### config.mk
export PLATFORM = sky130hd
export DESIGN_NAME = plti_cell
export DESIGN_NICKNAME = d
export VERILOG_FILES = /design/src/rtl/plti_pkg.sv /design/src/rtl/plti_cell.sv
export SDC_FILE = /design/constraint.sdc
export NUM_CORES = 1
export LEC_CHECK = 0
export BUFFER_PORTS_ARGS = -buffer_cell sky130_fd_sc_hd__buf_4
export CORE_ASPECT_RATIO = 1.1
export CORE_MARGIN = 4
export CORE_UTILIZATION = 30
export CTS_CLUSTER_DIAMETER = 200
export DETAILED_ROUTE_END_ITERATION = 16
export RECOVER_POWER = 50
export REMOVE_ABC_BUFFERS = 1
export SYNTH_ARGS = -nofsm -noshare
export SYNTH_HDL_FRONTEND = slang
export SYNTH_SLANG_ARGS = --single-unit
### constraint.sdc
create_clock -name i_clk -period 3.7 [get_ports i_clk]
set_clock_uncertainty 0.05 [all_clocks]
set_input_delay 0.555 -clock i_clk [delete_from_list [all_inputs] [get_ports i_clk]]
set_output_delay 0.555 -clock i_clk [all_outputs]
set_load 0.005 [all_outputs]
### src/rtl/plti_pkg.sv
`timescale 1ns / 1ps
package plti_pkg;
    localparam int TableDepth = 16;
    localparam int IdxW = 4;
    localparam int ValW = 32;
    localparam int CntW = 5;
    localparam int DifW = ValW + 1;
    localparam int ProdW = 2 * DifW;
    localparam int QuotW = 63;

    typedef enum logic [1:0] {
        MODE_LOAD = 2'd0,
        MODE_FWD  = 2'd1,
        MODE_REV  = 2'd2,
        MODE_NONE = 2'd3
    } t_mode;

    typedef enum logic [2:0] {
        ST_IDLE,
        ST_SCAN,
        ST_MUL,
        ST_DIV,
        ST_SUM,
        ST_OUT
    } t_state;

    typedef struct packed {
        logic               valid;
        logic signed [ValW-1:0] x;
        logic signed [ValW-1:0] y;
    } t_cell_data;
endpackage

### src/rtl/plti_cell.sv
`timescale 1ns / 1ps
module plti_cell (
    input  logic                               i_clk,
    input  logic                               i_we,
    input  logic                               i_shift,
    input  logic signed [plti_pkg::ValW-1:0]  i_pix,
    input  logic signed [plti_pkg::ValW-1:0]  i_wld,
    input  logic signed [plti_pkg::ValW-1:0]  i_nxt_pix,
    input  logic signed [plti_pkg::ValW-1:0]  i_nxt_wld,
    output logic signed [plti_pkg::ValW-1:0]  o_pix,
    output logic signed [plti_pkg::ValW-1:0]  o_wld
);
    // Each cell holds one entry; during a scan the row rotates toward cell 0.
    logic signed [plti_pkg::ValW-1:0] r_pix;
    logic signed [plti_pkg::ValW-1:0] r_wld;

    always_ff @(posedge i_clk) begin
        if (i_we) begin
            r_pix <= i_pix;
            r_wld <= i_wld;
        end else if (i_shift) begin
            r_pix <= i_nxt_pix;
            r_wld <= i_nxt_wld;
        end
    end

    assign o_pix = r_pix;
    assign o_wld = r_wld;
endmodule

# After elaboration in Yosys (flattened, before gate mapping)
# Cells that the tools add are included.
[word_totals]
reg_bits = 64
out_inout_bits = 64
inputBits = 131
[classes]
n_reduce_logical = 1
n_mux = 4
[ops]
columns = ["operator", "count"]
rows = [
  ["two-way mux 32 bit", 4],
  ["nonzero test 2 bit", 1],
]

# Logic depth before layout (Yosys ltp)
# Gate-level depths: netlist (run 1).
[depth]
depth_word = 2
ltp_mapped = 3

# Worst setup path before layout (run 1)
# OpenSTA, ideal clock, no wires.
[synth_timing]
path_type = "in2reg"
startpoint = "input i_we"
endpoint = "register r_pix, in the netlist o_pix[0], enable pin"
t_required_ns = 3.224
slack_ns = 0.921
t_arrival_ns = 2.304
setup_ns = 0.426
path_buffers = 2
path_stages = 3
cell_sequence = "buf_6 -> buf_6 -> or2_1"
[synth_between]
elab_chain_len = 1
[synth_lines]
columns = ["item", "line_no", "source"]
rows = [
  ["start: declaration", "plti_cell.sv:4", "input logic i_we,"],
  ["nonzero test 2 bit (no source line)", "n/a", ""],
  ["end signal: assignment", "plti_cell.sv:19", "r_pix <= i_pix;"],
  ["end signal: assignment", "plti_cell.sv:22", "r_pix <= i_nxt_pix;"],
  ["end: declaration", "plti_cell.sv:14", "logic signed [plti_pkg::ValW-1:0] r_pix;"],
]
# No other way between the ends.
# A chain may end at the register's enable or synchronous reset.

# Final worst setup path (run 1)
[layout_timing]
startpoint = "input i_we"
endpoint = "register r_wld, in the netlist o_wld[22], enable pin"
[layout_between]
elab_chain_len = 1
[layout_lines]
columns = ["item", "line_no", "source"]
rows = [
  ["nonzero test 2 bit (no source line)", "n/a", ""],
  ["end signal: assignment", "plti_cell.sv:20", "r_wld <= i_wld;"],
  ["end signal: assignment", "plti_cell.sv:23", "r_wld <= i_nxt_wld;"],
  ["end: declaration", "plti_cell.sv:15", "logic signed [plti_pkg::ValW-1:0] r_wld;"],
]
# No other way between the ends.

==> metrics.md, run 1 <==
| Metric | Value |
|---|---|
| # IOs | `slightly below 200` |
| Antenna Violating Nets Remaining | `0` |
| DR vias | `slightly below 2000` |
| Floorplan row count | `37` |
| Element type at the critical path end | `flop` |
| Worst Tran Pin Value | `1.73 ns` |
| Synthesized area per cell | `around 21 sq um` |
| CTS Buf Count | `9` |
| Final Hold Viols | `0` |
| Hold-fix buffers at CTS | `0` |
| Met2 Track Usage GR | `a little under a quarter` |
| H-tree depth reported by CTS | `3` |
| Fillers | `roughly 880` |
| Root Buffer | `clkbuf_8` |
| Max-Cap Viols | `1` |
| Routed len/inst | `17.0 um` |
| Leak pwr | `between 0.0015 and 0.002 uW` |
| Crit. Startpoint | `i_we` |
| GRT Overall Usage | `around 13%` |
| Finished Core Util | `a little under half` |
| Post-synth cell types | `6` |
| Relative slew slack | `-15.6%` |
| Die height | `111 um` |
| Gr busiest metal | `met2` |
| RSZ-0062 raised after global routing | `false` |
| Post-CTS setup buffer count | `0` |
| Setup violations, final | `0` |
| Post-Synthesis Cell Area | `about 2900 sq um` |
| Syn Inst Count | `136` |
| Vias per inst | `about 4.3` |
| First-pass GRT wire length | `11200 um` |
| Yosys reg bits | `64` |
| Pins Over Slew Limit | `24` |
| Most frequent cells in the layout | `buf_4, edfxtp_1, clkbuf_4, clkbuf_1, mux2_4` |
| Commonest non-fill, non-tap cell in the layout | `buf_4` |
| Setup TNS | `0 ns` |
| Outcome | `finished, violations left` |
| Worst path arrival time | `approximately 2.6 ns` |
| Routed wire length | `~7800 um` |
| Met3 Use GR | `roughly 7.2%` |
| Min Tclk post-route | `between 2 and 3 ns` |
| CP Class | `input pin to flop` |
| Initial DRC Count | `64` |
| Crit path to | `o_wld[22]$_DFFE_PP_` |
| CP Launch Type | `input pin` |
| Worst Path Max Fanout | `between 40 and 50` |
| Resized cells post-CTS | `0` |
| Clock sink count | `64` |
| GR Util met1 | `a little over an eighth` |
| Clk buf depth | `2` |
| Yosys warnings | `0` |
| Final GP Congestion | `between 0.7 and 0.8` |
| Pwr Density | `411 nW/um^2` |
| Initial DRT Pass Iterations | `4` |
| Hold Path Class | `input pin to flop` |
| CTS tree | `done` |
| Vias in the first global route | `between 2000 and 2500` |
| Initial Util | `a little under a third` |
| Congestion Overflow GR | `0` |
| # port buffers | `194` |
| CP Data Required Time | `between 3 and 4 ns` |
| Final Cycle Share | `between 60% and 70%` |
| Peak supply drop | `0.000156 V` |
| Layout area overhead | `53.9%` |
| Fmax | `386 MHz` |
| Share of layout cells above drive strength 1 | `65.0%` |
| CTS clock-pin slew for the worst setup and hold paths | `approximately 0.07 ns` |
| Die W | `between 100 and 150 um` |
| Initial antenna violation count | `0` |
| Worst hold path cell count | `2` |
| Placeable Area | `9400 sq um` |
| Failing checks | `max-capacitance violations, max-slew violations` |
| DRC | `0` |
| Die area | `about 11000 sq um` |
| Largest net degree at the start of global routing | `between 40 and 50` |
| Nets | `467` |
| Post-synthesis sequential area ratio | `around 66%` |
| N_diodes | `0` |
## area by class of cell
class                           count  area [sq um]  area share (%)
Clock buffer                       10           128            2.85
Tap cell                          117           146            3.27
Clock inverter                      5          72.6            1.62
Multi-Input combinational cell     65           836            18.7
Sequential cell                    64          1920            43.0
Timing Repair Buffer              196          1370            30.6
## power by group
part / switching (uW) / leakage (uW) / total, uW / internal, uW
sequential: 19.7 / 0.000652 / 911 / 891
combinational: 112 / 0.00121 / 316 / 204
clock: 242 / 0.000101 / 612 / 370
## Yosys cell counts
cell type	number	share of area, %
mux2_2	15	5.8
or2_1	1	0.22
buf_2	1	0.17
buf_6	6	2.3
edfxtp_1	64	66
mux2_4	49	25
## worst min path at each step
stage / startpoint / endpoint
3_3_place_gp: i_wld[28] / o_wld[28]$_DFFE_PP_
6_report: i_pix[2] / o_pix[2]$_DFFE_PP_
5_1_grt: i_nxt_wld[23] / o_wld[23]$_DFFE_PP_
4_1_cts: i_wld[27] / o_wld[27]$_DFFE_PP_
2_1_floorplan: i_pix[0] / o_pix[0]$_DFFE_PP_
3_5_place_dp: i_pix[12] / o_pix[12]$_DFFE_PP_
## sequential cells by signal, summed over array words and instances, names as in the netlist
| name | count |
|---|---|
| o_wld | 32 |
| o_pix | 32 |
## worst max-delay path, stage by stage
cell and delay [ns]:
buf_4 0.28, or2_0 1.32, buf_12 0.34
## logic make-up after synthesis
logic type / Yosys count / synth area share (%)
buffers and inverters: 7 / 2.50
DFF: 64 / 66.1
muxes: 64 / 31.1
and+or+nand+nor: 1 / 0.215
## metal layers
layer  part of all wire [%]  up-vias
li1                       -      933
met1                     32      908
met2                     51      123
met3                     15       11
met4                    1.7        0
met5                      0        -
## per-stage QoR
stage | hold slack [ns] | total power [uW] | cell area [sq um] | cells | worst slack (ns)
after floorplan | 0.722 | 1030 | 2830 | 129 | 1.24
after global placement | 0.806 | 1300 | 4460 | 442 | 1.42
after detailed placement | 0.808 | 1300 | 4460 | 442 | 1.39
after CTS | 0.451 | 1930 | 4660 | 457 | 1.76
after global routing | 0.447 | 1930 | 4470 | 457 | 0.864
final | 0.460 | 1840 | 4470 | 457 | 1.11
Note: power is estimated with default switching activity, not from simulation.
==> run 2, diff against run 1 <==
==> constraint.sdc (replaced) <==
create_clock -name i_clk -period 2.35 [get_ports i_clk]
set_clock_uncertainty 0.05 [all_clocks]
set_input_delay 0.3525 -clock i_clk [delete_from_list [all_inputs] [get_ports i_clk]]
set_output_delay 0.3525 -clock i_clk [all_outputs]
set_load 0.005 [all_outputs]
==> run 2 against run 1 <==
The run now ends clean. Setup slack worse by 0.42 ns. Die area stayed put. Critical path type unchanged. Wire length is 2.3% higher. Combinational power is 70% higher. Hold slack worse by 0.21 ns. Cell count stayed put. Clock-buffer cell count is 1 lower.
==> metrics.md, run 2 (same netlist as run 1, synthesis figures left out) <==
| Metric | Value |
|---|---|
| CP cell instances | `buf_4, or2_2, clkbuf_2` |
| Clock power frac | `around 27%` |
| Nets | `approximately 470` |
| Final Hold Viols | `0` |
| Element type at the critical path end | `flop` |
| CP Data Required Time | `2.16 ns` |
| GRT Overall Usage | `13.7%` |
| Peak supply drop | `~0.00026 V` |
| Switching power | `slightly below 600 uW` |
| Initial antenna violation count | `0` |
| Setup TNS | `0 ns` |
| Relative slew slack | `~29%` |
| Hold_sp | `i_nxt_wld[14]` |
| First-pass GRT wire length | `around 11000 um` |
| CTS Buf Count | `9` |
| Final GP Congestion | `about 0.73` |
| Fmax | `603 MHz` |
| Largest net degree at the start of global routing | `42` |
| Clk buf depth | `2` |
| Root Buffer | `clkbuf_8` |
| Congestion Overflow GR | `0` |
| DR vias | `approximately 2000` |
| Vias per inst | `~4.4` |
| Die area | `~11000 sq um` |
| Hold Path Class | `input pin to flop` |
| Pint | `between 2000 and 2500 uW` |
| Placeable Area | `between 9000 and 10000 sq um` |
| Largest stage delay, worst path | `0.61 ns` |
| Leak pwr | `0.00203 uW` |
| Die W | `slightly above 100 um` |
| Initial DRC Count | `71` |
| Share of layout cells above drive strength 1 | `72.1%` |
| Clock sink count | `64` |
| # IOs | `195` |
| Switching share of total power | `21.8%` |
| Crit. Startpoint | `i_we` |
| Most frequent cells in the layout | `buf_4, edfxtp_1, mux2_1, mux2_4, mux2_2` |
| Hold-fix buffers at CTS | `0` |
| Setup WS pre-CTS | `between 0.6 and 0.7 ns` |
| Total power | `2710 uW` |
| Sequential share of power | `a little over half` |
| CP Launch Type | `input pin` |
| Floorplan row count | `37` |
| CP Class | `input pin to flop` |
| RSZ-0062 raised after global routing | `false` |
| Setup WS post-layout | `slightly below 0.7 ns` |
| Routed wire length | `roughly 8000 um` |
| Layout area overhead | `55.3%` |
| N_diodes | `0` |
| Die height | `around 110 um` |
| Pins Over Slew Limit | `0` |
| Combinational fraction of design power | `around 20%` |
| Outcome | `finished, final reports clean` |
| H-tree depth reported by CTS | `3` |
| # port buffers | `194` |
| Post-CTS setup buffer count | `0` |
| Antenna Violating Nets Remaining | `0` |
| Final Cycle Share | `roughly 71%` |
| Max-Cap Viols | `0` |
| Resized cells post-CTS | `0` |
| Commonest non-fill, non-tap cell in the layout | `buf_4` |
| Worst Tran Pin Value | `1.07 ns` |
| Initial Util | `30.9%` |
| Routed len/inst | `between 15 and 20 um` |
| Pwr Density | `between 600 and 700 nW/um^2` |
| CTS clock-pin slew for the worst setup and hold paths | `0.06 ns` |
| Slowest cell on crit path | `clkbuf_2` |
| Min Tclk post-route | `1.66 ns` |
| Worst path arrival time | `around 1.5 ns` |
| CTS tree | `done` |
| Worst Path Max Fanout | `about 40` |
| DRC | `0` |
| Initial DRT Pass Iterations | `4` |
| Vias in the first global route | `approximately 2100` |
| Setup violations, final | `0` |
==> run 2: metal layers <==
metal	share of wire, %	vias to the layer above	global-route usage [%]
li1	-	937	-
met1	34	928	13.0
met2	50	122	23.0
met3	14	11	8.18
met4	1.9	0	6.91
met5	0	-	0
==> run 2: critical path, delay by kind of cell <==
kind                   cells  cell delay [ns]
buffers and inverters      2             0.78
AND/OR/NAND/NOR            1             0.31
==> run 2: layout make-up <==
| type | count | area (sq um) |
|---|---|---|
| Clock buffer | 9 | 124 |
| Clock inverter | 4 | 15.0 |
| Fill cell | 861 | 4880 |
| Multi-Input combinational cell | 65 | 810 |
| Sequential cell | 64 | 1920 |
| Tap cell | 117 | 146 |
| Timing Repair Buffer | 198 | 1500 |
==> run 2: path summary, 6_finish.rpt <==
check,to,cells after the start
setup / recovery,o_wld[22]$_DFFE_PP_,3
hold / removal,o_wld[14]$_DFFE_PP_,2
==> run 2: power by group through the flow <==
stage                     registers (uW)  clock network, uW  logic [uW]
final                               1440                733         538
after global placement              1460                  0         585
after CTS                           1440                773         590
after floorplan                     1480                  0         146
after detailed placement            1460                  0         589
after global routing                1450                818         583
==> run 2: stage by stage <==
stage | cell area (sq um) | utilization [%] | hold slack, ns | std cells
3_5_place_dp | 4490 | 47.8 | 0.606 | 444
4_1_cts | 4630 | 49.3 | 0.236 | 457
2_1_floorplan | 2830 | - | 0.520 | 129
3_3_place_gp | 4490 | 47.8 | 0.603 | 444
6_report | 4510 | 48.0 | 0.252 | 457
5_1_grt | 4510 | 48.0 | 0.231 | 457
==> run 3, diff against run 2 <==
--- a/config.mk
+++ b/config.mk
@@ -5,6 +5,7 @@
 export SDC_FILE = /design/constraint.sdc
 export NUM_CORES = 1
 export LEC_CHECK = 0
+export ABC_AREA = 1
 export BUFFER_PORTS_ARGS = -buffer_cell sky130_fd_sc_hd__buf_4
 export CORE_ASPECT_RATIO = 1.1
 export CORE_MARGIN = 4
==> constraint.sdc (replaced) <==
create_clock -name i_clk -period 1.6 [get_ports i_clk]
set_clock_uncertainty 0.05 [all_clocks]
set_input_delay 0.24 -clock i_clk [delete_from_list [all_inputs] [get_ports i_clk]]
set_output_delay 0.24 -clock i_clk [all_outputs]
set_load 0.005 [all_outputs]
==> run 3 against run 2 <==
Design area down 2.8%. First-iteration DRC count up 62%. Sequential cell count unchanged. Wire length down 1.2%. Global-route usage up 0.62 points. Sequential share of layout area up 1.2 points. Highest routed layer unchanged.
==> metrics.md, run 3 <==
| Metric | Value |
|---|---|
| Outcome | `finished, final reports clean` |
| RSZ-0062 raised after global routing | `false` |
| Reg area | `1920 sq um` |
| Post-CTS setup buffer count | `0` |
| Initial antenna violation count | `0` |
| Yosys reg bits | `64` |
| DR vias | `2456` |
| Pint | `between 3000 and 4000 uW` |
| Count of flip-flops with a built-in enable after synthesis | `between 60 and 70` |
| H-tree depth reported by CTS | `3` |
| Worst Path Max Fanout | `35` |
| Placeable Area | `8920 sq um` |
| Final Cycle Share | `about 82%` |
| Nets | `slightly below 600` |
| Synthesized area per cell | `10.2 sq um` |
| CTS tree | `done` |
| Routed wire length | `7870 um` |
| Hold Path Class | `input pin to flop` |
| CTS Buf Count | `9` |
| Worst path top cell family by delay | `buffers and inverters` |
| Largest stage delay, worst path | `0.50 ns` |
| Largest net degree at the start of global routing | `65` |
| First-pass GRT wire length | `11800 um` |
| Crit path buf inv count | `2` |
| Fillers | `897` |
| Multi-input gate area | `between 700 and 800 sq um` |
| Setup violations, final | `0` |
| Relative slew slack | `a little under a third` |
| Asr flop ratio synth | `0%` |
| Yosys warnings | `0` |
| Layout area overhead | `59.3%` |
| Worst path arrival time | `approximately 1.2 ns` |
| Post-Synthesis Cell Area | `about 2800 sq um` |
| Post-synth top area share | `around 70%` |
| Switching power | `929 uW` |
| Initial Util | `a little under a third` |
| Pins Over Slew Limit | `0` |
| Combinational fraction of design power | `17.7%` |
| Max-Cap Viols | `0` |
| DRC | `0` |
| Placed cell count | `569` |
| Fmax | `between 700 and 800 MHz` |
| Worst Tran Pin Value | `roughly 1.0 ns` |
| # port buffers | `just under 200` |
| Min Tclk post-route | `between 1 and 1.5 ns` |
| Leak pwr | `between 0.002 and 0.0025 uW` |
| Worst hold path cell count | `3` |
| Peak supply drop | `approximately 0.00038 V` |
| Clk buf depth | `2` |
| N_diodes | `0` |
| Switching share of total power | `a little under a quarter` |
| Initial DRT Pass Iterations | `4` |
| Most frequent cells in the layout | `nand2_1, buf_4, edfxtp_1, clkbuf_1, clkbuf_4` |
| Pwr Density | `around 940 nW/um^2` |
| Clock power frac | `between 30% and 40%` |
| CP cell instances | `clkbuf_1, or2_2, clkbuf_2` |
| Vias in the first global route | `2308` |
| Finished Layout Cells | `approximately 590` |
| Area contributors post-synth | `edfxtp_1, nand2_1, buf_6, buf_2, or2_2` |
| Vias per inst | `roughly 4.2` |
| Root Buffer | `clkbuf_8` |
| CP Launch Type | `input pin` |
| Setup TNS | `0 ns` |
| Synth cell count leaders | `nand2_1, edfxtp_1, buf_2` |
| CP Class | `input pin to flop` |
| Element type at the critical path end | `flop` |
| Die height | `roughly 110 um` |
| Floorplan row count | `36` |
| Clock sink count | `64` |
| Slowest cell on crit path | `clkbuf_2` |
| Hold-fix buffers at CTS | `0` |
| Share of layout cells above drive strength 1 | `41.4%` |
| Final Hold Viols | `0` |
| Die W | `99.4 um` |
| Worst Hold End | `o_pix[31]$_DFFE_PP_` |
| Commonest non-fill, non-tap cell in the layout | `nand2_1` |
| Cell accounting for the most synthesized area | `edfxtp_1` |
| Final GP Congestion | `~0.76` |
| Top-count cell post-synth | `nand2_1` |
| Die area | `between 10000 and 15000 sq um` |
| Routed len/inst | `between 10 and 15 um` |
| CP Data Required Time | `between 1 and 1.5 ns` |
| GRT Overall Usage | `14.4%` |
| Congestion Overflow GR | `0` |
| # IOs | `just under 200` |
| Hold_sp | `i_nxt_pix[31]` |
| CTS clock-pin slew for the worst setup and hold paths | `0.07 ns` |
| Post-synthesis sequential area ratio | `between 60% and 70%` |
| Sequential share of power | `between 50% and 60%` |
| Ys flop type | `edfxtp_1` |
| HPWL after DPL | `between 5000 and 6000 um` |
| Resized cells post-CTS | `0` |
| Syn Inst Count | `271` |
| Antenna Violating Nets Remaining | `0` |
| Initial DRC Count | `approximately 120` |
| Post-synth cell types | `6` |
run 3: worst min-delay path, stage by stage:
cell and delay [ns]:
buf_4 0.07, nand2_1 0.04, nand2_1 0.04
run 3: cells by family after synthesis:
kind of cell	synth area share, %
buffers and inverters	3.86
flip-flops	69.8
AND/OR/NAND/NOR	26.4
run 3: final cells by class:
cell class / instances / share of cell area, %
Sequential cell: 64 / 43.8
Timing Repair Buffer: 197 / 32.2
Multi-Input combinational cell: 193 / 16.6
Tap cell: 114 / 3.25
Clock buffer: 11 / 2.99
Clock inverter: 5 / 1.08
Inverter: 1 / 0.0855
run 3: power by group through the flow:
stage               clock network (uW)  registers [uW]  logic [uW]
floorplan                            0            2170         148
global placement                     0            2140         777
detailed placement                   0            2150         784
CTS                               1330            2110         785
global route                      1430            2120         807
finish                            1290            2110         729
run 3: how the worst max path moves through the flow:
stage / slack, ns / start / cells past startpoint / endpoint
6_report: 0.29 / i_we / 3 / o_pix[27]$_DFFE_PP_
5_1_grt: 0.20 / i_we / 4 / o_wld[7]$_DFFE_PP_
4_1_cts: 0.36 / i_we / 4 / o_wld[5]$_DFFE_PP_
3_5_place_dp: 0.006 / i_we / 4 / o_wld[5]$_DFFE_PP_
3_3_place_gp: 0.05 / i_we / 4 / o_pix[10]$_DFFE_PP_
2_1_floorplan: 0.09 / i_shift / 1 / o_pix[0]$_DFFE_PP_
run 3: routing by layer:
layer | vias to the layer above | part of all wire, % | track usage, %
li1 | 1258 | - | -
met1 | 1079 | 36 | 16.1
met2 | 110 | 52 | 24.5
met3 | 9 | 11 | 6.39
met4 | 0 | 1.4 | 4.68
met5 | - | 0 | 0
run 3: stage by stage:
stage / utilization (%) / power, uW / hold WS, ns / worst slack, ns / cell area [sq um]
floorplan: - / 2320 / 0.369 / 0.0891 / 2650
global placement: 47.9 / 2920 / 0.451 / 0.0501 / 4270
detailed placement: 47.9 / 2930 / 0.456 / 0.00559 / 4270
CTS: 49.9 / 4220 / 0.104 / 0.360 / 4450
global route: 49.2 / 4360 / 0.0952 / 0.203 / 4390
finish: 49.2 / 4120 / 0.119 / 0.288 / 4390
