==> src/rtl/plti_pkg.sv <==
`timescale 1ns / 1ps
package plti_pkg;
    localparam int TableDepth = 16;
    localparam int IdxW = 4;
    localparam int ValW = 32;
    localparam int CntW = 5;
    localparam int DifW = ValW + 1;
    localparam int ProdW = 2 * DifW;
    localparam int QuotW = 63;

    typedef enum logic [1:0] {
        MODE_LOAD = 2'd0,
        MODE_FWD  = 2'd1,
        MODE_REV  = 2'd2,
        MODE_NONE = 2'd3
    } t_mode;

    typedef enum logic [2:0] {
        ST_IDLE,
        ST_SCAN,
        ST_MUL,
        ST_DIV,
        ST_SUM,
        ST_OUT
    } t_state;

    typedef struct packed {
        logic               valid;
        logic signed [ValW-1:0] x;
        logic signed [ValW-1:0] y;
    } t_cell_data;
endpackage

==> src/rtl/plti_div.sv <==
`timescale 1ns / 1ps
module plti_div (
    input  logic                              i_clk,
    input  logic                              i_rst_n,
    input  logic                              i_start,
    input  logic [plti_pkg::ProdW-1:0]        i_num,
    input  logic [plti_pkg::DifW-1:0]         i_den,
    output logic                              o_done,
    output logic [plti_pkg::QuotW-1:0]        o_quot
);
    // Restoring divider, one quotient bit per cycle, quotient capped at 2^62.
    localparam int PW = plti_pkg::ProdW;
    localparam int DW = plti_pkg::DifW;
    localparam int BW = $clog2(PW + 1);

    logic [PW-1:0] r_num;
    logic [PW-1:0] r_quo;
    logic [DW:0]   r_rem;
    logic [DW-1:0] r_den;
    logic [BW-1:0] r_cnt;
    logic          r_busy;
    logic          r_done;
    logic [DW:0]   n_trial;
    logic [DW:0]   n_diff;

    always_comb begin
        n_trial = {r_rem[DW-1:0], r_num[PW-1]};
        n_diff  = n_trial - {1'b0, r_den};
    end

    always_ff @(posedge i_clk) begin
        if (!i_rst_n) begin
            r_busy <= 1'b0;
            r_done <= 1'b0;
        end else begin
            r_done <= 1'b0;
            if (i_start) begin
                r_busy <= 1'b1;
                r_num  <= i_num;
                r_den  <= i_den;
                r_rem  <= '0;
                r_quo  <= '0;
                r_cnt  <= BW'(PW);
            end else if (r_busy) begin
                r_num <= {r_num[PW-2:0], 1'b0};
                if (!n_diff[DW]) begin
                    r_rem <= n_diff;
                    r_quo <= {r_quo[PW-2:0], 1'b1};
                end else begin
                    r_rem <= n_trial;
                    r_quo <= {r_quo[PW-2:0], 1'b0};
                end
                r_cnt <= r_cnt - 1'b1;
                if (r_cnt == BW'(1)) begin
                    r_busy <= 1'b0;
                    r_done <= 1'b1;
                end
            end
        end
    end

    localparam logic [PW-1:0] Cap = PW'(1) << (plti_pkg::QuotW - 1);
    assign o_done = r_done;
    assign o_quot = (r_quo > Cap) ? Cap[plti_pkg::QuotW-1:0] : r_quo[plti_pkg::QuotW-1:0];
endmodule

==> config.mk <==
export PLATFORM = sky130hd
export DESIGN_NAME = plti_div
export DESIGN_NICKNAME = d
export VERILOG_FILES = /design/src/rtl/plti_pkg.sv /design/src/rtl/plti_div.sv
export SDC_FILE = /design/constraint.sdc
export NUM_CORES = 1
export LEC_CHECK = 0
export ABC_AREA = 1
export BUFFER_PORTS_ARGS = -buffer_cell sky130_fd_sc_hd__buf_2
export CAP_MARGIN = 15
export CELL_PAD_IN_SITES_DETAIL_PLACEMENT = 0
export CELL_PAD_IN_SITES_GLOBAL_PLACEMENT = 1
export CORE_MARGIN = 2
export CORE_UTILIZATION = 35
export DETAILED_ROUTE_END_ITERATION = 8
export PLACE_DENSITY = 0.81
export SKIP_CTS_REPAIR_TIMING = 1
export SLEW_MARGIN = 40
export SYNTH_ARGS = -nofsm -noshare
export SYNTH_HDL_FRONTEND = slang
export SYNTH_SLANG_ARGS = --single-unit
==> constraint.sdc <==
create_clock -name i_clk -period 5.4 [get_ports i_clk]
set_clock_uncertainty 0.15 [all_clocks]
set_input_delay 0.27 -clock i_clk [delete_from_list [all_inputs] [get_ports i_clk]]
set_output_delay 0.27 -clock i_clk [all_outputs]
set_load 0.05 [all_outputs]
### Word-level counts from Yosys, hierarchy flattened

Index checks and enable logic that the tools add are counted.

* register bits after elaboration: 207
* input port bits: 102
* output and inout bits: 64
* word-level logic and storage cells: 29

* $add $sub $neg: 2
* order comparisons: 1
* eq/ne operators: 1
* mux-type cells: 12
* bitwise logic cells: 2
* reductions and logical operators: 4

Operators with widths (number)
* $mux 66: 3
* $gt 66x63->1 const B: 1
* $mux 33: 2
* $mux 63: 1
* $sub 34x33->34: 1
* $eq 7x1->1 const B: 1
* $mux 7: 1
* $sub 7x1->7 const B: 1
* $mux 1: 5
* $reduce_and 2->1: 2
* $reduce_or 3->1: 1
* $not 1->1: 2
* $reduce_bool 2->1: 1

### Depth between registers and ports, before layout

Gate-level depths: netlist of run 1.

* word-level depth: 4
* gate-level depth with buffers: 18
* gate-level depth less buffers: 17

### Worst setup path after synthesis of run 1

No wires, ideal clock.

* path type: input to register
* start: input i_start
* end: register r_cnt[0] (enable)
* setup time: 0.538 ns
* arrival time: 4.482 ns
* data required time: 4.712 ns
* path slack: 0.229 ns
* cell stages on the path: 4
* path buffers: 2
* path through: clkbuf_1 clkbuf_1 nand2_1 nand2_1

* word-level cells in the longest chain between the ends: 2

RTL lines
* start, declared: RTL line plti_div.sv:5 `input logic i_start,`
* $reduce_bool 2->1 (no source line)
* $reduce_and 2->1 (no source line)
* end signal, assigned: RTL line plti_div.sv:43 `r_cnt <= BW'(PW);`
* end signal, assigned: RTL line plti_div.sv:53 `r_cnt <= r_cnt - 1'b1;`
* end, declared: RTL line plti_div.sv:20 `logic [BW-1:0] r_cnt;`

No other way between the ends.
A chain may end at the register's enable or synchronous reset.

### Final worst setup path of run 1

* start: register r_quo[16]
* end: output o_quot[8] (netlist name)

* word-level cells in the longest chain between the ends: 2

RTL lines
* start, declared: RTL line plti_div.sv:17 `logic [PW-1:0] r_quo;`
* start signal, assigned: RTL line plti_div.sv:48 `r_quo <= {r_quo[PW-2:0], 1'b1};`
* start signal, assigned: RTL line plti_div.sv:51 `r_quo <= {r_quo[PW-2:0], 1'b0};`
* $gt 66x63->1: RTL line plti_div.sv:64 `assign o_quot = (r_quo > Cap) ? Cap[plti_pkg::QuotW-1:0] : r_quo[plti_pkg::QuotW-1:0];`
* $mux 63: RTL line plti_div.sv:64
* end, declared: RTL line plti_div.sv:9 `output logic [plti_pkg::QuotW-1:0] o_quot`

No other way between the ends.

==> impl_metrics.json, run 1 <==
{
  "status": "completed",
  "viasPerCell": 4.45,
  "switching_power_mw": 1.52,
  "drc": 0,
  "clock_latency_ns": 0.54,
  "firstDrtPassIters": 5,
  "p_per_area_nw_per_um2": 337,
  "hold_path_class": "in2reg",
  "synth.largest_area_cell": "edfxtp_1",
  "end_kind": "output port",
  "clockBufferDepth": 3,
  "tns_ns": 0,
  "critPathTopFamily": "simple AND/OR/NAND/NOR gates",
  "final_common_cell": "nand2_1",
  "holdCritStartpoint": "i_start",
  "fin_nets": 1819,
  "fin_ws_ns": 2.37,
  "die-area_sq_um": 34600,
  "max_slew_margin_pct": 59.0,
  "switching_share_pct": 30.6,
  "worstPathCellList": "nor4_1, nand4_1, nor2_1, nand3_1, and2_4, nor2_1, buf_2",
  "critPathRequiredTime_ns": 4.98,
  "cts.sinks": 207,
  "placed_cells": 1996,
  "final_cell_mix": "nand2_1 (483), inv_1 (239), nor2_1 (223)",
  "ir_worst_vdd_v": 0.000241,
  "wire_per_inst_microns": 13.5,
  "start_util_pct": 35.6,
  "core_sq_um": 32600,
  "antenna_found_initial": 2,
  "yosysUniqueCellTypes": 34,
  "slew_violations": 0,
  "rr_worst_depth": 12,
  "via_count": 9533,
  "design_area_sq_um": 14700,
  "setup_violations": 0,
  "path_class": "reg2out",
  "row_count": 66,
  "p_int_mw": 3.44,
  "drt_iter0_drc": 563,
  "power_frac_seq_pct": 41.0,
  "async_flop_share_pct": 0,
  "leakage_nw": 7.27,
  "cp_common_cell": "nor2_1",
  "synth_edf_count": 205,
  "synth-seq-cells": 207,
  "clock.fmax_ghz": 0.330,
  "cp.arrival_ns": 2.61,
  "ys_top_cells_by_area": "edfxtp_1 (53%), nand2_1 (16%), inv_1 (7.7%), nor2_1 (7.2%), ha_1 (3.8%)",
  "dp.final_hpwl_mm": 19.7,
  "drv_cap": 0,
  "final_antenna_net_count": 0,
  "reg2reg_to": "r_rem[24]",
  "gp_congestion": 0.870,
  "grt_pass1_wl_mm": 44.9,
  "path_max_fanout": 62,
  "place_ws_ns": 2.42,
  "grtUsageTotal_pct": 16.2,
  "numCtsBuffers": 25,
  "place_area_sq_um": 12900,
  "synth_nets": 1563,
  "post-route-min-period_ns": 3.03,
  "grt-ovfl-total": 0,
  "pin_count": 166,
  "tightest_slew_ns": 0.616,
  "wl_mm": 28.8,
  "die_height_microns": 186,
  "yosysTopAreaCellShare_pct": 53.1,
  "holdPathEnd": "r_cnt[0]",
  "path_buf_inv": 1,
  "rrSetupSlack_ns": 2.41,
  "htreeDepth": 1,
  "slowest_delay_ns": 0.38,
  "combPwrFrac_pct": 23.6,
  "period_share_pct": 56.1,
  "rr_startpoint": "r_rem[22]",
  "instances_no_fill": 2144,
  "hold_depth": 2,
  "hold_viol_final": 0,
  "startpoint_type": "flip-flop",
  "grt_pass1_vias": 9044,
  "avgSynthCellArea_sq_um": 8.14,
  "drive_above_1_share_pct": 14.4,
  "path_clk_slew_ns": 0.06,
  "cts_tree": "yes",
  "synth_seq_area_share_pct": 53.4,
  "ys_warn_count": 0,
  "netlist_area_sq_um": 11600,
  "rsz0062_at_grt": "no",
  "syn_inst": 1425,
  "crit_path_top_delay_cell": "edfxtp_1",
  "ys.flop_type": "edfxtp_1",
  "syn2layout_area_growth_pct": 26.9,
  "p_clk_share_pct": 35.3,
  "grt_max_degree": 107,
  "io_buffers": 165,
  "die_w_microns": 186,
  "root_buffer": "clkbuf_16"
}
-- synth_stat cells (6+ instances only) --
master,count
a21oi_1,27
and2_1,6
clkbuf_1,31
edfxtp_1,205
ha_1,35
inv_1,239
nand2_1,484
nand2_4,7
nand3_1,57
nand3b_1,7
nand4_1,7
nor2_1,223
nor2_2,22
nor4_1,17
xor2_1,18
-- registers in the layout (all words and copies together) (netlist names) --
signal  cells
r_num      66
r_quo      66
r_den      33
r_rem      33
r_cnt       7
o_done      1
r_busy      1
-- cells by family (layout without fill, tap and decap cells) --
family,after synthesis,after routing,synth area share (%)
DFF,207,207,53.4
AOI/OAI and AO/OA,35,35,1.60
adders and majority gates,36,36,3.95
and+or+nand+nor,844,844,30.1
buffers and inverters,285,560,9.58
xor gates and xnor gates,18,18,1.36
other,0,2,0
-- worst reg2reg max path: cells and delay by family (launching register included) --
family | cells | cell delay [ns]
AND/OR/NAND/NOR | 8 | 1.66
flip-flops | 1 | 0.42
adder cells (fa/ha/maj) | 1 | 0.39
buffers and inverters | 2 | 0.13
AO/OA/AOI/OAI | 1 | 0.07
-- through the flow --
stage	utilization [%]	power [mW]	hold WS, ns
finish	45.1	4.96	0.121
global route	45.1	5.24	0.155
CTS	42.0	4.95	-0.276
detailed placement	39.4	3.18	0.298
global placement	39.4	3.17	0.298
floorplan	-	2.92	0.219
-- worst max-delay path by stage --
stage | from | end | slack, ns | cells past startpoint
floorplan | i_start | r_cnt[0] | 0.23 | 4
global route | r_quo[17] | o_quot[4] | 2.12 | 7
finish | r_quo[16] | o_quot[8] | 2.37 | 7
CTS | r_quo[16] | o_quot[2] | 2.28 | 7
global placement | i_start | r_cnt[4] | 2.31 | 5
detailed placement | r_rem[18] | r_rem[24] | 2.42 | 12
-- power by group through the flow --
stage          Sequential [mW]  Clock (mW)  Combinational (mW)
3_5_place_dp              2.06           0                1.12
6_report                  2.03        1.75                1.17
4_1_cts                   2.04        1.80                1.12
2_1_floorplan             2.06           0               0.855
5_1_grt                   2.05        1.86                1.34
3_3_place_gp              2.06           0                1.11
-- metal layers --
layer	track usage (%)	part of all wire (%)	wire length (microns)
met1	21.4	45	13000
met2	26.9	47	13400
met3	3.89	6.2	1800
met4	3.50	2.0	569
met5	0	0	0
-- cell type report --
cell class | instances | area (sq um)
Sequential cell | 207 | 6200
Multi-Input combinational cell | 933 | 4310
Inverter | 245 | 925
Antenna cell | 2 | 5.00
Tap cell | 442 | 553
Clock inverter | 10 | 161
Fill cell | 3276 | 17900
Timing Repair Buffer | 269 | 1880
Clock buffer | 36 | 687
Note: power is estimated with default switching activity, not from simulation.
==> run 2, diff against run 1 <==
Clock period 5.4 ns to 2.78 ns, I/O delays scaled along.
==> impl_metrics.json, run 2 (same netlist as run 1, synthesis figures left out) <==
{
  "final_antenna_net_count": 0,
  "grt_pass1_vias": 9325,
  "leakage_nw": 7.52,
  "hold_viol_final": 0,
  "tightest_slew_ns": 0.782,
  "startpoint_type": "flip-flop",
  "core_sq_um": 32600,
  "start_util_pct": 35.6,
  "clock.fmax_ghz": 0.355,
  "post-route-min-period_ns": 2.82,
  "firstDrtPassIters": 5,
  "clock_latency_ns": 0.54,
  "final_cell_mix": "nand2_1 (483), inv_1 (239), edfxtp_1 (205)",
  "clockBufferDepth": 3,
  "die_height_microns": 186,
  "violations": "negative setup slack",
  "dp.final_hpwl_mm": 21.1,
  "via_count": 9829,
  "end_kind": "output port",
  "drc": 0,
  "numCtsBuffers": 25,
  "root_buffer": "clkbuf_16",
  "diodes": 0,
  "antenna_found_initial": 1,
  "drive_above_1_share_pct": 18.5,
  "grtUsageTotal_pct": 17.1,
  "rsz0062_at_grt": "yes",
  "grt_pass1_wl_mm": 47.1,
  "max_slew_margin_pct": 47.8,
  "drv_cap": 0,
  "die-area_sq_um": 34600,
  "viasPerCell": 4.53,
  "ir_worst_vdd_v": 0.000562,
  "fin_ws_ns": -0.0371,
  "pin_count": 166,
  "fillCellCount": 3128,
  "io_buffers": 165,
  "final_common_cell": "nand2_1",
  "instances_no_fill": 2169,
  "path_class": "reg2out",
  "path_clk_slew_ns": 0.06,
  "path_max_fanout": 16,
  "die_w_microns": 186,
  "cp.arrival_ns": 2.53,
  "critPathRequiredTime_ns": 2.49,
  "fin_nets": 1847,
  "grt-ovfl-total": 0,
  "p_per_area_nw_per_um2": 653,
  "tns_ns": -0.101,
  "wire_per_inst_microns": 14.4,
  "cts.sinks": 207,
  "wl_mm": 31.2,
  "drt_iter0_drc": 629,
  "htreeDepth": 1,
  "slew_violations": 0,
  "placed_cells": 2014,
  "syn2layout_area_growth_pct": 35.2,
  "grt_max_degree": 108,
  "gp_congestion": 0.913,
  "row_count": 66,
  "reg_top3": "r_num (66), r_quo (66)",
  "setup_violations": 8,
  "period_share_pct": 101,
  "hold_path_class": "in2reg",
  "status": "finished with violations",
  "cts_tree": "yes"
}
==> run 2: cell types whose count changed in the layout (fill, tap and decap cells not counted), sizes merged <==
| cell | delta |
|---|---|
| buf | +20 |
| bufinv | +3 |
| clkbuf | -4 |
| clkinv | -2 |
| clkinvlp | +2 |
| diode | -2 |
| dlygate4sd3 | +7 |
| inv | +1 |
==> run 2: power breakdown <==
part | total [mW] | switching (mW) | internal (mW) | leakage (nW)
Sequential | 3.96 | 0.140 | 3.82 | 2.02
Combinational | 2.48 | 1.59 | 0.890 | 5.03
Clock | 3.81 | 1.37 | 2.43 | 0.470
==> run 2: worst paths after layout <==
check / from / endpoint / slack, ns / cells after the start
hold / removal: i_den[18] / r_den[18] / 0.15 / 2
setup / recovery: r_quo[4] / o_quot[47] / -0.04 / 8
setup reg to reg: r_rem[2] / r_rem[23] / 0.18 / 16
hold reg to reg: r_num[38] / r_num[39] / 0.36 / 2
==> run 2: area by class of cell <==
| type | count | area [sq um] | area share [%] |
|---|---|---|---|
| inverter | 245 | 920 | 5.87 |
| clock buffer | 31 | 698 | 4.45 |
| clock inverter | 14 | 265 | 1.69 |
| timing repair buffer | 297 | 2550 | 16.3 |
| tap | 442 | 553 | 3.53 |
| multi-input combinational | 933 | 4490 | 28.6 |
| sequential | 207 | 6200 | 39.5 |
==> run 2: worst max-delay path: stages (launching register included) <==
cell       delay (ns)
edfxtp_1         0.41
nor4_1           0.33
nand4_1          0.19
nor2_2           0.21
nand3_1          0.10
and2_4           0.19
clkbuf_16        0.20
nor2_1           0.13
buf_4            0.22
==> run 2: metal layers <==
metal / global-route usage, % / vias up / wire, microns
met5: 0 / - / 11
met4: 4.31 / 2 / 781
met3: 2.62 / 51 / 1640
met2: 29.2 / 263 / 15200
met1: 22.6 / 4500 / 13600
li1: - / 5013 / -
==> run 2: per-stage QoR <==
stage	worst slack [ns]	area [sq um]	total power [mW]	utilization (%)	hold WS, ns
after floorplan	0.234	11600	5.64	-	0.0879
after global placement	0.186	13000	6.25	39.9	0.168
after detailed placement	0.125	13000	6.27	39.9	0.167
after CTS	-0.354	14000	10.1	42.8	-0.414
after global routing	-0.171	15700	10.8	48.1	0.151
final	-0.0371	15700	10.2	48.1	0.155
==> run 3, diff against run 2 <==
--- a/constraint.sdc
+++ b/constraint.sdc
@@ -4,2 +4,2 @@
 set_output_delay 0.139 -clock i_clk [all_outputs]
-set_load 0.05 [all_outputs]
+set_load 0.005 [all_outputs]
==> impl_metrics.json, run 3 (same netlist as run 1, synthesis figures left out) <==
{
  "period_share_pct": 96.6,
  "io_buffers": 165,
  "holdPathEnd": "r_den[2]",
  "tightest_slew_ns": 0.760,
  "path_max_fanout": 31,
  "row_count": 66,
  "rr_startpoint": "r_rem[27]",
  "rsz0062_at_grt": "no",
  "via_count": 9724,
  "grt-ovfl-total": 0,
  "drt_iter0_drc": 551,
  "drive_above_1_share_pct": 16.0,
  "pin_count": 166,
  "final_common_cell": "nand2_1",
  "htreeDepth": 1,
  "layout.area.seq_sq_um": 6200,
  "max_slew_margin_pct": 49.4,
  "rr_worst_depth": 12,
  "reg_top3": "r_num (66), r_quo (66)",
  "final_antenna_net_count": 0,
  "syn2layout_area_growth_pct": 28.5,
  "grt_max_degree": 107,
  "core_sq_um": 32600,
  "power_frac_seq_pct": 43.2,
  "critPathRequiredTime_ns": 2.49,
  "hold_depth": 2,
  "gp_congestion": 0.911,
  "die-area_sq_um": 34600,
  "cts_tree": "yes",
  "final_cell_mix": "nand2_1 (483), inv_1 (239), nor2_1 (212)",
  "post-route-min-period_ns": 2.69,
  "slowest_delay_ns": 0.40,
  "dp.final_hpwl_mm": 20.8,
  "end_kind": "output port",
  "wl_mm": 30.2,
  "antenna_found_initial": 2,
  "p_per_area_nw_per_um2": 614,
  "design_area_sq_um": 14900,
  "multi_input_area_sq_um": 4400,
  "leakage_nw": 7.33,
  "numCtsBuffers": 24,
  "drv_cap": 0,
  "grt_pass1_vias": 9315,
  "grt_pass1_wl_mm": 46.5,
  "status": "completed",
  "fillCellCount": 3248,
  "path_clk_slew_ns": 0.06,
  "wire_per_inst_microns": 14.0,
  "tns_ns": 0,
  "p_int_mw": 6.25,
  "switching_power_mw": 2.89,
  "path_buf_inv": 2,
  "startpoint_type": "flip-flop",
  "drc": 0,
  "place_area_sq_um": 13000,
  "hold_viol_final": 0,
  "clock.fmax_ghz": 0.372,
  "critPathTopFamily": "simple AND/OR/NAND/NOR gates",
  "crit_path_top_delay_cell": "edfxtp_1",
  "die_w_microns": 186,
  "viasPerCell": 4.50,
  "grtUsageTotal_pct": 16.8,
  "slew_violations": 0,
  "path_class": "reg2out",
  "firstDrtPassIters": 5,
  "hold_path_class": "in2reg",
  "cp.arrival_ns": 2.40,
  "holdCritStartpoint": "i_den[2]",
  "root_buffer": "clkbuf_16",
  "rrSetupSlack_ns": 0.20,
  "switching_share_pct": 31.6,
  "clock_latency_ns": 0.55,
  "worstPathCellList": "nor4_2, nand4_1, nor2_2, nand3_1, and2_4, clkbuf_16, nor2_2, buf_2",
  "p_clk_share_pct": 31.8,
  "combPwrFrac_pct": 25.0,
  "ir_worst_vdd_v": 0.000484,
  "clockBufferDepth": 3,
  "fin_nets": 1840,
  "reg2reg_to": "r_rem[22]",
  "setup_violations": 0,
  "cts.sinks": 207,
  "start_util_pct": 35.6,
  "cp_common_cell": "nor2_2",
  "die_height_microns": 186
}
run 3: stage by stage:
step | instances | util (%) | power (mW) | hold slack [ns] | worst slack (ns)
3_3_place_gp | 2009 | 39.8 | 6.13 | 0.168 | 0.182
3_5_place_dp | 2009 | 39.8 | 6.15 | 0.167 | 0.135
2_1_floorplan | 1425 | - | 5.53 | 0.0879 | 0.270
4_1_cts | 2053 | 42.0 | 9.09 | -0.416 | -0.156
5_1_grt | 2163 | 45.7 | 9.71 | 0.144 | 0.00734
6_report | 2163 | 45.7 | 9.14 | 0.159 | 0.0932
run 3: area by class of cell:
type / instances / area share, %
repair buffers: 291 / 14.3
clock inverters: 14 / 0.571
flip-flops and latches: 207 / 41.6
diodes: 1 / 0.0168
multi-input cells: 933 / 29.5
inverters: 245 / 6.17
well taps: 442 / 3.71
clock buffers: 30 / 4.18
run 3: power groups by stage:
stage | Sequential (mW) | Clock, mW | Combinational (mW)
final | 3.95 | 2.90 | 2.29
after floorplan | 3.98 | 0 | 1.55
after CTS | 3.95 | 3.00 | 2.15
after detailed placement | 4.01 | 0 | 2.14
after global placement | 4.00 | 0 | 2.14
after global routing | 3.99 | 3.11 | 2.61
run 3: how the worst max path moves through the flow:
stage	startpoint	endpoint	slack, ns	cells after the start
3_5_place_dp	r_rem[28]	r_rem[4]	0.13	10
5_1_grt	r_den[3]	r_rem[30]	0.007	17
4_1_cts	r_quo[16]	o_quot[1]	-0.16	8
3_3_place_gp	r_rem[2]	r_rem[10]	0.18	15
6_report	r_quo[15]	o_quot[61]	0.09	8
2_1_floorplan	i_start	r_cnt[0]	0.27	4
run 3: metal layers:
metal	vias to the layer above	GRT usage [%]	part of all wire, %
met4	2	4.50	2.8
met3	55	2.76	5.0
met2	249	28.4	47
met1	4440	22.3	45
met5	-	0	0.036
li1	4978	-	-
